## config.mk

```make
export PLATFORM = sky130hd
export DESIGN_NAME = hbpg_ctrl
export DESIGN_NICKNAME = d
export VERILOG_FILES = /design/src/design/hbpg_pkg.sv /design/src/design/hbpg_ctrl.sv
export SDC_FILE = /design/constraint.sdc
export NUM_CORES = 1
export LEC_CHECK = 0
export CORE_AREA = 2 2 39 41
export DETAILED_ROUTE_END_ITERATION = 10
export DIE_AREA = 0 0 41 43
export DONT_BUFFER_PORTS = 1
export PLACE_DENSITY = 0.66
export REMOVE_ABC_BUFFERS = 1
export SYNTH_ARGS = -nofsm -noshare
export SYNTH_HDL_FRONTEND = slang
export SYNTH_SLANG_ARGS = --single-unit
```

## constraint.sdc

```tcl
create_clock -name clock -period 1.4 [get_ports clock]
set_input_delay 0.28 -clock clock [delete_from_list [all_inputs] [get_ports clock]]
set_output_delay 0.28 -clock clock [all_outputs]
set_load 0.02 [all_outputs]
```

## src/design/hbpg_pkg.sv

```systemverilog
`timescale 1ns / 1ps
// -----------------------------------------------------------------------------
// hbpg_pkg
// Shared widths, hash constants, default parameters and the pipeline advance
// bundle of the hashed block pattern generator.
// -----------------------------------------------------------------------------
package hbpg_pkg;

   localparam int BYTE_INDEX_W = 18;
   localparam int PAYLOAD_W    = 8;
   localparam int SEED_W       = 32;
   localparam int NIBBLE_W     = 4;
   localparam int LANES        = 2;
   localparam int PIX_W        = BYTE_INDEX_W + $clog2(LANES);
   localparam int LANE_STAGES  = 13;

   localparam logic [SEED_W-1:0] SEED_RESET = 32'd1;

   localparam logic [31:0] HASH_SEED = 32'd2654435761;
   localparam logic [31:0] HASH_BX   = 32'd73856093;
   localparam logic [31:0] HASH_BY   = 32'd19349663;
   localparam logic [31:0] FIN_M1    = 32'h7feb352d;
   localparam logic [31:0] FIN_M2    = 32'h846ca68b;
   localparam int          FIN_S1    = 16;
   localparam int          FIN_S2    = 15;
   localparam int          FIN_S3    = 16;

   localparam int DEF_IMG_WIDTH    = 800;
   localparam int DEF_IMG_HEIGHT   = 480;
   localparam int DEF_BLOCK_SIZE   = 40;
   localparam int DEF_PALETTE_SIZE = 7;
   localparam int DEF_BORDER_WIDTH = 4;

   // Per-stage load strobes of the lanes plus the output register strobe.
   typedef struct packed {
      logic [LANE_STAGES-1:0] load;
      logic                   out_load;
   } hbpg_adv_type;

endpackage

```

## src/design/hbpg_ctrl.sv

```systemverilog
`timescale 1ns / 1ps
// -----------------------------------------------------------------------------
// hbpg_ctrl
// Valid tracking and flow control for the lane pipeline and output register.
// -----------------------------------------------------------------------------
module hbpg_ctrl (
   input  logic                    clock,
   input  logic                    reset,
   input  logic                    req_valid,
   output logic                    req_stall,
   output logic                    rsp_valid,
   input  logic                    rsp_stall,
   output hbpg_pkg::hbpg_adv_type  adv
);
   import hbpg_pkg::*;

   logic [LANE_STAGES-1:0] valid_ff;
   logic                   out_valid_ff;
   logic [LANE_STAGES-1:0] ready;
   logic                   out_ready;

   assign out_ready = !(out_valid_ff && rsp_stall);

   // A stage may load unless it and every stage after it hold a transaction
   // and the output register is blocked, so bubbles are squeezed out.
   always_comb begin
      logic [LANE_STAGES-1:0] mask;
      for (int k = 0; k < LANE_STAGES; k++) begin
         mask     = {LANE_STAGES{1'b1}} << k;
         ready[k] = !(((valid_ff & mask) == mask) && !out_ready);
      end
   end

   assign adv.load     = ready;
   assign adv.out_load = out_ready;
   assign req_stall    = !ready[0];
   assign rsp_valid    = out_valid_ff;

   always_ff @(posedge clock) begin
      if (reset) begin
         valid_ff     <= '0;
         out_valid_ff <= 1'b0;
      end else begin
         if (ready[0]) begin
            valid_ff[0] <= req_valid;
         end
         for (int k = 1; k < LANE_STAGES; k++) begin
            if (ready[k]) begin
               valid_ff[k] <= valid_ff[k-1];
            end
         end
         if (out_ready) begin
            out_valid_ff <= valid_ff[LANE_STAGES-1];
         end
      end
   end

endmodule

```

* After elaboration in Yosys (flattened, before gate mapping) *
Index checks and enable logic that the tools add are counted.

cells by class
  equal/unequal tests = 12
  reduce and logical (&&, ||, !) cells = 28

operators by type and width
  cell                                   number
  logical AND 1 bit                      14
  logical NOT 1 bit                      14
  == test 13 bit, second input constant  1
  == test 12 bit, second input constant  1
  == test 11 bit, second input constant  1
  == test 10 bit, second input constant  1
  == test 9 bit, second input constant   1
  == test 8 bit, second input constant   1
  == test 7 bit, second input constant   1
  == test 6 bit, second input constant   1
  == test 5 bit, second input constant   1
  == test 4 bit, second input constant   1
  == test 3 bit, second input constant   1
  == test 2 bit, second input constant   1

storage, ports and cells
  register bits = 14
  bits of input ports = 4
  output and inout bits = 16
  word-level logic and storage cells = 54

* Longest topological paths before layout *
  depth in word-level cells = 3
  mapped depth = 4
  mapped depth without buffers = 3

* Worst setup path before layout *
No wires, ideal clock.

  path type = register to output
  start point = register out_valid_ff (netlist: rsp_valid)
  end point = output port req_stall
  arrival time = 1406 ps
  required time = 1120 ps
  slack = -286 ps
  stages on the path, launching flop included = 4
  buffers on the path = 0
  cell sequence = dfxtp_1 -> nand4_1 -> or4_4 -> inv_1

between the ends
  longest elaborated chain between the ends = 2

ends and longest elaborated chain
  what                    line             source
  start, declared         hbpg_ctrl.sv:18  logic out_valid_ff;
  start signal, assigned  hbpg_ctrl.sv:53  out_valid_ff <= valid_ff[LANE_STAGES-1];
  logical AND 1 bit       hbpg_ctrl.sv:22  assign out_ready = !(out_valid_ff && rsp_stall);
  logical AND 1 bit       hbpg_ctrl.sv:30  ready[k] = !(((valid_ff & mask) == mask) && !out_ready);
  end, declared           hbpg_ctrl.sv:10  output logic req_stall,

No other way between the ends.

* Final worst setup path *
  start point = register valid_ff[11]
  end point = output port adv[1] (netlist name)

between the ends
  longest elaborated chain between the ends = 3

ends and longest elaborated chain
  what                             line             source
  start, declared                  hbpg_ctrl.sv:17  logic [LANE_STAGES-1:0] valid_ff;
  start signal, assigned by index  hbpg_ctrl.sv:49  valid_ff[k] <= valid_ff[k-1];
  == test 13 bit                   hbpg_ctrl.sv:30
  logical AND 1 bit                hbpg_ctrl.sv:30
  logical NOT 1 bit                hbpg_ctrl.sv:30
  end, declared                    hbpg_ctrl.sv:13  output hbpg_pkg::hbpg_adv_type adv

No other way between the ends.

==> impl_metrics.toml <==
[outcome]
status = "finished with violations"
violations = "negative setup slack"

[floorplanning]
fp.dieH_um = 43
ios = 20
chipWidth_um = 41
start_util_pct = 45.2
num_rows = 14
die_area_um2 = 1760
core-area_um2 = 1380

[setup_path]
reg2reg_depth = 7
cp.required_ns = 1.12
reg2reg_from = "valid_ff[10]"
path_class = "reg -> out"
crit_path_end_kind = "output pin"
regToRegSetupSlack_ns = -0.12
startpoint_type = "flop"
r2r_end = "valid_ff[2]"
worstPathArrival_ns = 1.48
crit_fanout = 2

[logic_synthesis]
syn_area_um2 = 626
synth_top_cells_by_count = "dfxtp_1 (14), inv_1 (10), a21oi_1 (9), nand2_1 (5), nor2_1 (5)"
syn_inst = 71
yosysTopAreaCellShare_pct = 44.8
synth_flop_cell = "dfxtp_1"
ys_top_cells_by_area = "dfxtp_1 (45%), a21oi_1 (7.2%), inv_1 (6.0%)"
synth.avg_cell_area_um2 = 8.81
ys_seq_area_share_pct = 44.8
ys_warn_count = 0
synth.largest_area_cell = "dfxtp_1"
async_flop_share_pct = 0
ys_types = 24
ys_ff_latch = 14
yosysMostFrequentCell = "dfxtp_1"
synth_edf_count = 0

[drt]
route.detailed.drc = 0
drtPass1Iterations = 4
ant_nets = 0
drt_iter0_markers = 21
dr_total_vias = 660
vias_per_cell = 5.64
wl_per_cell_um = 17.5
routed_wl_mm = 2.04

[power_and_ir_drop]
seqPwrFrac_pct = 61.5
p_switching_mw = 0.147
power_frac_comb_pct = 2.5
p_leak_nw = 0.486
power_density_nw_per_um2 = 610
swShare_pct = 22.3
clockPowerShare_pct = 35.9
p_int_mw = 0.512
total_power_mw = 0.659
ir_drop_v = 0.000789

[sta]
grt_setup_unrepaired = "yes"
fin_skew_ns = 0.000516
period_share_pct = 125
max_freq_mhz = 569
maxSlewViolCount = 0
setup_violations = 17
setup_slack_ns = -0.357
slew_headroom_pct = 77.7
fin_tns_setup_ns = -3.60
final.min_clock_period_ns = 1.76
worst_pin_slew_ns = 0.333
finalHoldViolCount = 0

[final_layout]
nets = 107
instances_no_fill = 117
syn_to_final_growth_pct = 72.6
n_antenna_cell = 0
drive_above_1_share_pct = 64.4

[clock_network]
clock_sinks = 14
htreeDepth = 1
insertion_delay_ns = 0.29
root_buffer = "clkbuf_4"
clock_path_buffers = 2
cts_tree = "done"
cts_made_buffers = 3
path_clk_slew_ns = 0.08

[hold_path]
hold_class = "in -> reg"
holdPathEnd = "valid_ff[0]"
min_from = "reset"
min_path_cells = 1

[global_route]
grt_max_degree = 17
gr-total-overflow = 0
grt_pass1_vias = 609
grt_antenna_before_repair = 0
grt_first_pass_wirelength_mm = 2.67
grt_util_all_layers_pct = 22.6

[placement]
place_congestion = 0.764
dp_cells = 102
dpl.hpwl_mm = 1.02
numPortBuffers = 0

[run]
drv_cap = 0
==> cell usage in the layout (no fill, tap or decap), types with 2 or more instances in the layout <==
master and n:
inv_1 8, nand2_1 2, nand4_4 2, dfxtp_2 9, buf_6 14, nand3_4 3, and4_4 2, a21oi_2 2
nor2_1 5, nand2_4 2, nand4_1 4, nand2b_1 2, clkbuf_4 3, dfxtp_1 5, buf_4 16, a21oi_1 8
==> worst max path at each step <==
stage                end         start  cells after the start  slack, ns
4_1_cts           adv[1]  valid_ff[10]                      3      -0.33
6_report          adv[1]  valid_ff[11]                      3      -0.36
3_3_place_gp   req_stall  valid_ff[10]                      3      -0.04
3_5_place_dp   req_stall     rsp_valid                      3      -0.07
5_1_grt           adv[1]  valid_ff[11]                      3      -0.39
2_1_floorplan  req_stall     rsp_valid                      3      -0.29
==> layout make-up <==
class	instances	area (um^2)
flip-flops and latches	14	292
fillers	92	304
multi-input cells	43	405
well taps	16	20.0
inverters	10	42.5
repair buffers	31	298
clock buffers	3	22.5
==> power by group through the flow <==
| stage | Combinational (mW) | Clock, mW | Sequential [mW] |
|---|---|---|---|
| finish | 0.0167 | 0.237 | 0.406 |
| global route | 0.0181 | 0.262 | 0.406 |
| CTS | 0.0123 | 0.226 | 0.405 |
| detailed placement | 0.0118 | 0 | 0.415 |
| global placement | 0.0113 | 0 | 0.415 |
| floorplan | 0.00598 | 0 | 0.415 |
==> what timing repair did <==
item                                    CTS  global route
hold buffers                              0             0
endpoints found under the setup margin   15            17
gates resized for setup                  30            22
buffers inserted                          5             7
pin swaps                                12             8
==> state kept, by name, indices dropped and copies added (netlist names) <==
signal     cells
valid_ff      13
rsp_valid      1
==> cells by family after synthesis <==
family                 Yosys count  share of synthesized area (%)
AOI/OAI and AO/OA               13                           12.6
DFF                             14                           44.8
and+or+nand+nor                 30                           31.4
buffers and inverters           14                           11.2
==> worst max-delay path, cell delays in order, from the launching register on <==
cell and delay [ns]:
dfxtp_2 0.38, nand4_4 0.11, or4_4 0.54, buf_6 0.15
==> stage by stage <==
stage                     util (%)  area [um^2]  hold slack (ns)  setup slack [ns]
after floorplan                  -          593            0.342            -0.286
after global placement        55.5          768            0.346           -0.0433
after detailed placement      55.5          768            0.346           -0.0708
final                         78.0         1080           0.0346            -0.357
after global routing          78.0         1080           0.0261            -0.395
after CTS                     66.5          921           0.0493            -0.334
==> per-layer routing <==
layer,track usage (%),share of wire (%)
met3,5.24,5.1
met1,29.1,38
met5,0,0
met4,8.00,4.2
met2,35.3,52
No activity file was read; power rests on OpenSTA's default activity.
