===== src/design/hbpg_pkg.sv =====
`timescale 1ns / 1ps
// -----------------------------------------------------------------------------
// hbpg_pkg
// Shared widths, hash constants, default parameters and the pipeline advance
// bundle of the hashed block pattern generator.
// -----------------------------------------------------------------------------
package hbpg_pkg;

   localparam int BYTE_INDEX_W = 18;
   localparam int PAYLOAD_W    = 8;
   localparam int SEED_W       = 32;
   localparam int NIBBLE_W     = 4;
   localparam int LANES        = 2;
   localparam int PIX_W        = BYTE_INDEX_W + $clog2(LANES);
   localparam int LANE_STAGES  = 13;

   localparam logic [SEED_W-1:0] SEED_RESET = 32'd1;

   localparam logic [31:0] HASH_SEED = 32'd2654435761;
   localparam logic [31:0] HASH_BX   = 32'd73856093;
   localparam logic [31:0] HASH_BY   = 32'd19349663;
   localparam logic [31:0] FIN_M1    = 32'h7feb352d;
   localparam logic [31:0] FIN_M2    = 32'h846ca68b;
   localparam int          FIN_S1    = 16;
   localparam int          FIN_S2    = 15;
   localparam int          FIN_S3    = 16;

   localparam int DEF_IMG_WIDTH    = 800;
   localparam int DEF_IMG_HEIGHT   = 480;
   localparam int DEF_BLOCK_SIZE   = 40;
   localparam int DEF_PALETTE_SIZE = 7;
   localparam int DEF_BORDER_WIDTH = 4;

   // Per-stage load strobes of the lanes plus the output register strobe.
   typedef struct packed {
      logic [LANE_STAGES-1:0] load;
      logic                   out_load;
   } hbpg_adv_type;

endpackage


===== src/design/hbpg_lane.sv =====
`timescale 1ns / 1ps
// -----------------------------------------------------------------------------
// hbpg_lane
// One pixel of a payload byte: coordinates, border test, block hash and
// palette index, in thirteen pipeline stages.
// -----------------------------------------------------------------------------
module hbpg_lane #(
   parameter int LANE_ID      = 0,
   parameter int IMG_WIDTH    = hbpg_pkg::DEF_IMG_WIDTH,
   parameter int IMG_HEIGHT   = hbpg_pkg::DEF_IMG_HEIGHT,
   parameter int BLOCK_SIZE   = hbpg_pkg::DEF_BLOCK_SIZE,
   parameter int PALETTE_SIZE = hbpg_pkg::DEF_PALETTE_SIZE,
   parameter int BORDER_WIDTH = hbpg_pkg::DEF_BORDER_WIDTH
) (
   input  logic                               clock,
   input  hbpg_pkg::hbpg_adv_type             adv,
   input  logic [hbpg_pkg::BYTE_INDEX_W-1:0]  byte_index,
   input  logic [hbpg_pkg::SEED_W-1:0]        seed_mix,
   output logic [hbpg_pkg::NIBBLE_W-1:0]      nibble
);
   import hbpg_pkg::*;

   localparam int PW = PIX_W;
   localparam longint unsigned MAX_ROW = ((64'd1 << PW) - 64'd1) / IMG_WIDTH;
   localparam int COL_W = $clog2(IMG_WIDTH);
   localparam int ROW_W = $clog2(MAX_ROW + 64'd1);

   // Division by constants: floor reciprocal, one correction step later.
   localparam longint unsigned W_RECIP = (64'd1 << PW) / IMG_WIDTH;
   localparam int WR_W = $clog2(W_RECIP + 64'd1);
   localparam int M0_W = PW + WR_W;

   localparam longint unsigned BX_MAX = (IMG_WIDTH - 1) / BLOCK_SIZE;
   localparam longint unsigned BY_MAX = MAX_ROW / BLOCK_SIZE;
   localparam int BX_W = (BX_MAX > 0) ? $clog2(BX_MAX + 64'd1) : 1;
   localparam int BY_W = (BY_MAX > 0) ? $clog2(BY_MAX + 64'd1) : 1;
   localparam longint unsigned BX_RECIP = (64'd1 << COL_W) / BLOCK_SIZE;
   localparam longint unsigned BY_RECIP = (64'd1 << ROW_W) / BLOCK_SIZE;
   localparam int BXR_W = (BX_RECIP > 0) ? $clog2(BX_RECIP + 64'd1) : 1;
   localparam int BYR_W = (BY_RECIP > 0) ? $clog2(BY_RECIP + 64'd1) : 1;
   localparam int MC_W = COL_W + BXR_W;
   localparam int MR_W = ROW_W + BYR_W;
   localparam int BREM_W = $clog2(2 * BLOCK_SIZE);

   localparam logic [31:0] PAL_RECIP = 32'((64'd1 << 32) / PALETTE_SIZE);
   localparam int PAL_W = $clog2(2 * PALETTE_SIZE);

   localparam int BORDER_STAGE = 3;

   logic [PW-1:0]        pix;
   logic [M0_W-1:0]      m0_ff;
   logic [PW-1:0]        p0_ff;
   logic [ROW_W-1:0]     row_est;
   logic [ROW_W-1:0]     row1_ff;
   logic [COL_W:0]       col1_ff;
   logic [ROW_W-1:0]     row2_ff;
   logic [COL_W-1:0]     col2_ff;
   logic [MC_W-1:0]      mc3_ff;
   logic [MR_W-1:0]      mr3_ff;
   logic [COL_W-1:0]     col3_ff;
   logic [ROW_W-1:0]     row3_ff;
   logic [BX_W-1:0]      bx_est;
   logic [BY_W-1:0]      by_est;
   logic [BX_W-1:0]      bx4_ff;
   logic [BY_W-1:0]      by4_ff;
   logic [BREM_W-1:0]    remc4_ff;
   logic [BREM_W-1:0]    remr4_ff;
   logic [BX_W-1:0]      bx5_ff;
   logic [BY_W-1:0]      by5_ff;
   logic [31:0]          tx6_ff;
   logic [31:0]          ty6_ff;
   logic [31:0]          v7_ff;
   logic [31:0]          mix_a;
   logic [31:0]          m8_ff;
   logic [31:0]          mix_b;
   logic [31:0]          m9_ff;
   logic [31:0]          hash;
   logic [31:0]          h10_ff;
   logic [63:0]          hm10_ff;
   logic [31:0]          q_est;
   logic [PAL_W-1:0]     r11_ff;
   logic [NIBBLE_W-1:0]  nib12_ff;
   logic                 border_in;
   logic                 bd_ff [LANE_STAGES-2:BORDER_STAGE];

   assign pix     = {byte_index, ($clog2(LANES))'(LANE_ID)};
   assign row_est = m0_ff[PW +: ROW_W];
   assign bx_est  = mc3_ff[COL_W +: BX_W];
   assign by_est  = mr3_ff[ROW_W +: BY_W];
   assign mix_a   = v7_ff ^ (v7_ff >> FIN_S1);
   assign mix_b   = m8_ff ^ (m8_ff >> FIN_S2);
   assign hash    = m9_ff ^ (m9_ff >> FIN_S3);
   assign q_est   = hm10_ff[63:32];

   // Border tests are made on unwrapped sums, so a border wider than the
   // image marks every pixel.
   assign border_in = (32'(col2_ff) < 32'(BORDER_WIDTH)) ||
                      (32'(row2_ff) < 32'(BORDER_WIDTH)) ||
                      (32'(col2_ff) + 32'(BORDER_WIDTH) >= 32'(IMG_WIDTH)) ||
                      (32'(row2_ff) + 32'(BORDER_WIDTH) >= 32'(IMG_HEIGHT));

   always_ff @(posedge clock) begin
      if (adv.load[0]) begin
         p0_ff <= pix;
         m0_ff <= M0_W'(pix) * M0_W'(W_RECIP);
      end
      if (adv.load[1]) begin
         row1_ff <= row_est;
         col1_ff <= (COL_W+1)'(p0_ff - PW'(32'(row_est) * 32'(IMG_WIDTH)));
      end
      if (adv.load[2]) begin
         if (col1_ff >= (COL_W+1)'(IMG_WIDTH)) begin
            col2_ff <= COL_W'(col1_ff - (COL_W+1)'(IMG_WIDTH));
            row2_ff <= ROW_W'(row1_ff + 1'b1);
         end else begin
            col2_ff <= COL_W'(col1_ff);
            row2_ff <= row1_ff;
         end
      end
      if (adv.load[3]) begin
         col3_ff <= col2_ff;
         row3_ff <= row2_ff;
         mc3_ff  <= MC_W'(col2_ff) * MC_W'(BX_RECIP);
         mr3_ff  <= MR_W'(row2_ff) * MR_W'(BY_RECIP);
         bd_ff[BORDER_STAGE] <= border_in;
      end
      if (adv.load[4]) begin
         bx4_ff   <= bx_est;
         by4_ff   <= by_est;
         remc4_ff <= BREM_W'(col3_ff - COL_W'(32'(bx_est) * 32'(BLOCK_SIZE)));
         remr4_ff <= BREM_W'(row3_ff - ROW_W'(32'(by_est) * 32'(BLOCK_SIZE)));
      end
      if (adv.load[5]) begin
         bx5_ff <= (remc4_ff >= BREM_W'(BLOCK_SIZE)) ? BX_W'(bx4_ff + 1'b1) : bx4_ff;
         by5_ff <= (remr4_ff >= BREM_W'(BLOCK_SIZE)) ? BY_W'(by4_ff + 1'b1) : by4_ff;
      end
      if (adv.load[6]) begin
         tx6_ff <= 32'(32'(bx5_ff) * HASH_BX);
         ty6_ff <= 32'(32'(by5_ff) * HASH_BY);
      end
      if (adv.load[7]) begin
         v7_ff <= seed_mix + tx6_ff + ty6_ff;
      end
      if (adv.load[8]) begin
         m8_ff <= mix_a * FIN_M1;
      end
      if (adv.load[9]) begin
         m9_ff <= mix_b * FIN_M2;
      end
      if (adv.load[10]) begin
         h10_ff  <= hash;
         hm10_ff <= 64'(hash) * 64'(PAL_RECIP);
      end
      if (adv.load[11]) begin
         r11_ff <= PAL_W'(h10_ff - 32'(q_est * 32'(PALETTE_SIZE)));
      end
      if (adv.load[12]) begin
         if (bd_ff[LANE_STAGES-2]) begin
            nib12_ff <= '0;
         end else if (r11_ff >= PAL_W'(PALETTE_SIZE)) begin
            nib12_ff <= NIBBLE_W'(r11_ff - PAL_W'(PALETTE_SIZE));
         end else begin
            nib12_ff <= NIBBLE_W'(r11_ff);
         end
      end
      for (int k = BORDER_STAGE + 1; k < LANE_STAGES - 1; k++) begin
         if (adv.load[k]) begin
            bd_ff[k] <= bd_ff[k-1];
         end
      end
   end

   assign nibble = nib12_ff;

endmodule


===== config.mk =====
export PLATFORM = sky130hd
export DESIGN_NAME = hbpg_lane
export DESIGN_NICKNAME = d
export VERILOG_FILES = /design/src/design/hbpg_pkg.sv /design/src/design/hbpg_lane.sv
export SDC_FILE = /design/constraint.sdc
export NUM_CORES = 2
export LEC_CHECK = 0
export BUFFER_PORTS_ARGS = -buffer_cell sky130_fd_sc_hd__clkbuf_2
export CORE_MARGIN = 10
export CORE_UTILIZATION = 43
export DETAILED_ROUTE_END_ITERATION = 7
export SYNTH_ARGS = -nofsm -noshare
export SYNTH_HDL_FRONTEND = slang
export SYNTH_SLANG_ARGS = --single-unit
export TNS_END_PERCENT = 30

===== constraint.sdc =====
create_clock -name clock -period 15.85 [get_ports clock]
set_input_delay 2.3775 -clock clock [delete_from_list [all_inputs] [get_ports clock]]
set_output_delay 2.3775 -clock clock [all_outputs]
set_load 0.01 [all_outputs]

# [After elaboration in Yosys (flattened, before gate mapping)]
# Memory sizes are Yosys's and may differ from the RTL's.
# Index checks and enable logic that the tools add are counted.
[totals] ff_bits=387 latchBits=0 ramBits=9 rom_bits=0 input_bits=65 output_inout_bits=4 elab_cells=88 n_memories=1
[classes] addsub=13 mul=12 div=0 magnitude_cmp=8 n_eq_ne=0 shifts=0 n_mux=23 n_bitwise=3 n_reduce_logical=3
[memory_table] name="bd_ff" depth=9 word_bits=1 read_ports=9 rd_clocked_by_memory_dff=0 write_ports=9 line_no="hbpg_lane.sv:84" source="logic bd_ff [LANE_STAGES-2:BORDER_STAGE];"
[op_table] cell="32-bit by 16-bit XOR with 32-bit output" n=2
[op_table] cell="32-bit by 28-bit multiplier with 60-bit output, second input constant" n=1
[op_table] cell="32-bit by 30-bit adder with 32-bit output" n=1
[op_table] cell="32-bit adder" n=1
[op_table] cell="32-bit by 31-bit multiplier with 32-bit output, second input constant" n=1
[op_table] cell="32-bit by 32-bit multiplier with 32-bit output, second input constant" n=1
[op_table] cell="5-bit by 27-bit multiplier with 32-bit output, second input constant" n=1
[op_table] cell="32-bit by 17-bit XOR with 32-bit output" n=1
[op_table] cell="10-bit by 5-bit multiplier with 15-bit output, second input constant" n=2
[op_table] cell="30-bit by 3-bit multiplier with 4-bit output, second input constant" n=1
[op_table] cell="5-bit by 25-bit multiplier with 30-bit output, second input constant" n=1
[op_table] cell="18-bit by 10-bit multiplier with 28-bit output, second input constant" n=1
[op_table] cell="10-bit by 3-bit adder with 11-bit output, second input constant" n=2
[op_table] cell="11-bit by 10-bit greater-or-equal comparator with 1-bit output, second input constant" n=2
[op_table] cell="10-bit by 3-bit < comparator with 1-bit output, second input constant" n=2
[op_table] cell="10-bit 2-to-1 mux" n=2
[op_table] cell="1-bit 2-to-1 mux" n=18
[op_table] cell="7-bit by 6-bit greater-or-equal comparator with 1-bit output, second input constant" n=2
[op_table] cell="7-bit subtractor" n=2
[op_table] cell="11-bit by 9-bit greater-or-equal comparator with 1-bit output, second input constant" n=1
[op_table] cell="11-bit subtractor" n=1
[op_table] cell="10-bit by 1-bit adder with 10-bit output, second input constant" n=1
[op_table] cell="5-bit by 1-bit adder with 5-bit output, second input constant" n=2
[op_table] cell="10-bit by 5-bit multiplier with 6-bit output, second input constant" n=1
[op_table] cell="8 further kinds" n=12

# [Longest topological paths before layout]
[logic_depth] ltp_word=4 mapped_depth=26

# [Worst setup path after synthesis]
# Ideal clock, no wire load.
[synth_path] path_kind="register -> register" from="register m8_ff[22]" to="register m9_ff[31] (data pin)" setup_time_ps=258 t_arrival_ps=6614 setup_slack_ps=8979 path_stages_with_launch=25 path_cell_list="edfxtp_1 -> xnor2_1 -> clkinv_1 -> ha_1 -> ha_1 -> fa_1 -> inv_1 -> fa_1 -> inv_1 -> fa_1 -> ha_1 -> fa_1 -> inv_1 -> fa_1 -> inv_1 -> ha_1 -> clkbuf_1 -> a2111oi_0 -> o21ai_1 -> o21ai_0 -> o21ai_0 -> a21oi_1 -> o21a_1 -> o31a_1 -> xnor2_1"
[synth_between] elab_chain_len=2
[synth_lines] element="from (decl)" line_no="hbpg_lane.sv:74" source="logic [31:0] m8_ff;"
[synth_lines] element="from (signal assigned)" line_no="hbpg_lane.sv:145" source="m8_ff <= mix_a * FIN_M1;"
[synth_lines] element="32-bit by 17-bit XOR with 32-bit output" line_no="hbpg_lane.sv:91" source="assign mix_b = m8_ff ^ (m8_ff >> FIN_S2);"
[synth_lines] element="32-bit by 32-bit multiplier with 32-bit output" line_no="hbpg_lane.sv:148" source="m9_ff <= mix_b * FIN_M2;"
[synth_lines] element="to (signal assigned)" line_no="hbpg_lane.sv:148"
[synth_lines] element="to (decl)" line_no="hbpg_lane.sv:76" source="logic [31:0] m9_ff;"
# No other way between the ends.
# A chain may end at the register's enable or synchronous reset.

# [Worst setup path after layout]
[layout_path] from="register v7_ff[17]" to="register m8_ff[28] (data pin)"
[layout_between] elab_chain_len=2
[layout_lines] element="from (decl)" line_no="hbpg_lane.sv:72" source="logic [31:0] v7_ff;"
[layout_lines] element="from (signal assigned)" line_no="hbpg_lane.sv:142" source="v7_ff <= seed_mix + tx6_ff + ty6_ff;"
[layout_lines] element="32-bit by 16-bit XOR with 32-bit output" line_no="hbpg_lane.sv:90" source="assign mix_a = v7_ff ^ (v7_ff >> FIN_S1);"
[layout_lines] element="net mix_a[1]" line_no="hbpg_lane.sv:73" source="logic [31:0] mix_a;"
[layout_lines] element="32-bit by 31-bit multiplier with 32-bit output" line_no="hbpg_lane.sv:145"
# The timed path passes the listed nets, and every way through them passes these cells.

==> flow_summary_export.csv <==
group,metric,value,unit
place,dp.cells,5437,
critical_path,slowest_stage,"xor2_1",
run_status,outcome,"completed",
detailed_routing,vias,27220,
clock_network,cts_setup_buffers,0,
flow_run,drv_cap,0,
grt,grt_pass1_wl,154000,um
sta,tightest_slew,1057,ps
floorplan,die_y,337.1,um
grt,grt_pass1_vias,29330,
critical_path,path_cells,"xor2_1 -> ha_1 -> xor2_1 -> ha_1 -> a31o_2 -> ha_1 -> inv_1 -> fa_1 -> inv_1 -> ha_1 -> ha_1 -> fa_1 -> inv_1 -> fa_1 -> inv_1 -> ha_1 -> and4_1 -> o21a_1 -> a2111oi_4 -> o31ai_2 -> a22o_1 -> o31a_1 -> a211o_1",
sta,min_period,7719,ps
critical_path,cp.arrival,8020,ps
critical_path,start_kind,"register",
floorplan,die_area,113600,um^2
synthesis,ys_seq_elements,286,
sta,min_period_over_period,48.70,%
floorplan,die_x,337.1,um
synthesis,synth.most_common_cell,"inv_1",
synthesis,synth_top_cell_by_area,"fa_1",
critical_path,cpMostUsedCell,"ha_1",
floorplan,pin_count,69,
sta,rsz0062_at_grt,"no",
finish,final_nets,5659,
synthesis,synth_cell_types,75,
clock_network,cts_tree,"done",
critical_path,worstPathRequired,16150,ps
synthesis,async_flop_share,0,%
clock_network,cts.path.max_buffers,3,
critical_path,crit_family,"adder cells",
sta,setup_tns,0,ps
critical_path,worstPathMaxFanout,10,
place,portBuffers,67,
grt,antenna_found_initial,1,
clock_network,htree_levels,2,
grt,grt_max_degree,62,
critical_path,critical_path.max_stage_delay,880,ps
synthesis,synth_area_leaders,"fa_1 27%, ha_1 24%, edfxtp_1 20%",
floorplan,initial_core_util,43.23,%
synthesis,yosys-top-cells-count,"1067 x inv_1, 830 x ha_1, 588 x fa_1",
sta,slew_violations,0,
floorplan,core_area,100000,um^2
finish,multi_input_area,30580,um^2
grt,overflow,0,
sta,setup_violations,0,
finish,antennaDiodeCount,0,
synthesis,synth_area,43230,um^2
synthesis,synth_edf_count,286,
finish,fill_cells,9405,
synthesis,yosysSeqAreaShare,19.86,%
finish,syn_to_final_growth,7.684,%
clock_network,numCtsBuffers,35,
detailed_routing,drt_iter0_drc,1255,
synthesis,ys.warnings.count,0,
detailed_routing,drt_wl_total,93910,um
synthesis,syn-num-nets,5526,
detailed_routing,route.detailed.drc,0,
sta,setup_ws,8131,ps
sta,fmax,0.1295,GHz
place,pre_cts_ws,8124,ps
sta,fin_hold_ws,411.1,ps
clock_network,holdBufCountCts,0,
worst_hold_path,hold_path.class,"register to register",
detailed_routing,ant_nets,0,
critical_path,cp_num_buf_inv,4,
detailed_routing,via_per_inst,4.952,
place,gp_congestion,0.9440,
finish,final_cells,5497,
clock_network,clk_pin_slew,60,ps
critical_path,cp-end-kind,"register",
synthesis,yosys.area.top_type_share,27.23,%
finish,drive_above_1_share,4.406,%
clock_network,cts_resized,0,
grt,track_usage,17.16,%
synthesis,synth.avg_cell_area,10.69,um^2
sta,fin_skew,21.62,ps
sta,max-slew-margin-rel,29.29,%
detailed_routing,wl_per_cell,17.08,um
sta,hold_viol_final,0,
finish,register_area,8588,um^2
floorplan,rows,116,
synthesis,syn_inst,4043,
synthesis,synth_top_flop_cell,"edfxtp_1",
critical_path,criticalPathCategory,"register to register",
clock_network,clkLatencyLatePin,560,ps
clock_network,cts_root_buffer,"clkbuf_16",
place,hpwl,81120,um
clock_network,numClockSinks,286,
detailed_routing,drtPass1Iterations,7,
==> worst paths after layout <==
path / start / slack, ps / cells past startpoint / endpoint
hold reg to reg: bd_ff[0][10]$_DFFE_PP_ / 410 / 0 / bd_ff[0][11]$_DFFE_PP_
hold / removal: bd_ff[0][10]$_DFFE_PP_ / 410 / 0 / bd_ff[0][11]$_DFFE_PP_
setup reg to reg: v7_ff[17]$_DFFE_PP_ / 8130 / 23 / m8_ff[28]$_DFFE_PP_
setup / recovery: v7_ff[17]$_DFFE_PP_ / 8130 / 23 / m8_ff[28]$_DFFE_PP_
==> per-stage QoR <==
| stage | cell area (um^2) | utilization, % |
|---|---|---|
| 2_1_floorplan | 43230 | - |
| 5_1_grt | 46560 | 46.56 |
| 3_5_place_dp | 45440 | 45.44 |
| 3_3_place_gp | 45440 | 45.44 |
| 6_report | 46560 | 46.56 |
| 4_1_cts | 46560 | 46.56 |
==> registers in the layout, summed over array words and instances, names as in the netlist, 6 cells and up <==
name and cells:
m8_ff 32, col1_ff 10, ty6_ff 28, m0_ff 10, m9_ff 32, row2_ff 10
col2_ff 9, p0_ff 10, row1_ff 10, v7_ff 32, tx6_ff 32, mc3_ff 6
bd_ff 9
==> cell type report <==
type / instances / share of cell area [%]
clock inverter: 21 / 0.4891
inverter: 1076 / 8.675
sequential: 286 / 18.45
clock buffer: 39 / 1.914
multi-input combinational: 2674 / 65.69
timing repair buffer: 103 / 1.301
tap: 1298 / 3.488
==> logic make-up (layout without fill, tap and decap cells) <==
| kind of cell | after synthesis | after routing | synth area share, % |
|---|---|---|---|
| fa+ha+maj | 1418 | 1418 | 51.25 |
| compound gates | 449 | 449 | 6.798 |
| flops | 286 | 286 | 19.86 |
| simple gates | 419 | 419 | 4.781 |
| xor+xnor | 381 | 381 | 7.736 |
| buf+inv | 1083 | 1239 | 9.403 |
| mux | 7 | 7 | 0.1707 |
==> cell usage in the layout (no fill, tap or decap), types with 22 or more instances in the layout <==
cell and count:
nand3_1 26, nand2_1 86, a21oi_1 133, and3_1 22, ha_1 830, edfxtp_1 286, nor3_1 44, xor2_1 104
clkbuf_2 67, o21ai_0 74, nand4_1 22, nor2b_1 23, a21o_1 57, buf_4 36, xnor2_1 276, inv_1 1067
o21a_1 26, a31oi_1 24, fa_1 588, nor2_1 120, clkbuf_16 35
==> per-layer routing <==
layer | track usage (%) | part of all wire (%) | routed length, um
met5 | 0 | 0 | 0
met2 | 30.38 | 50 | 46550
met1 | 22.15 | 45 | 41850
met3 | 1.785 | 3.4 | 3151
met4 | 4.463 | 2.5 | 2363
Power is not shown: default switching activity piles up to over one toggle a cycle in this logic, so the estimate is an artifact.
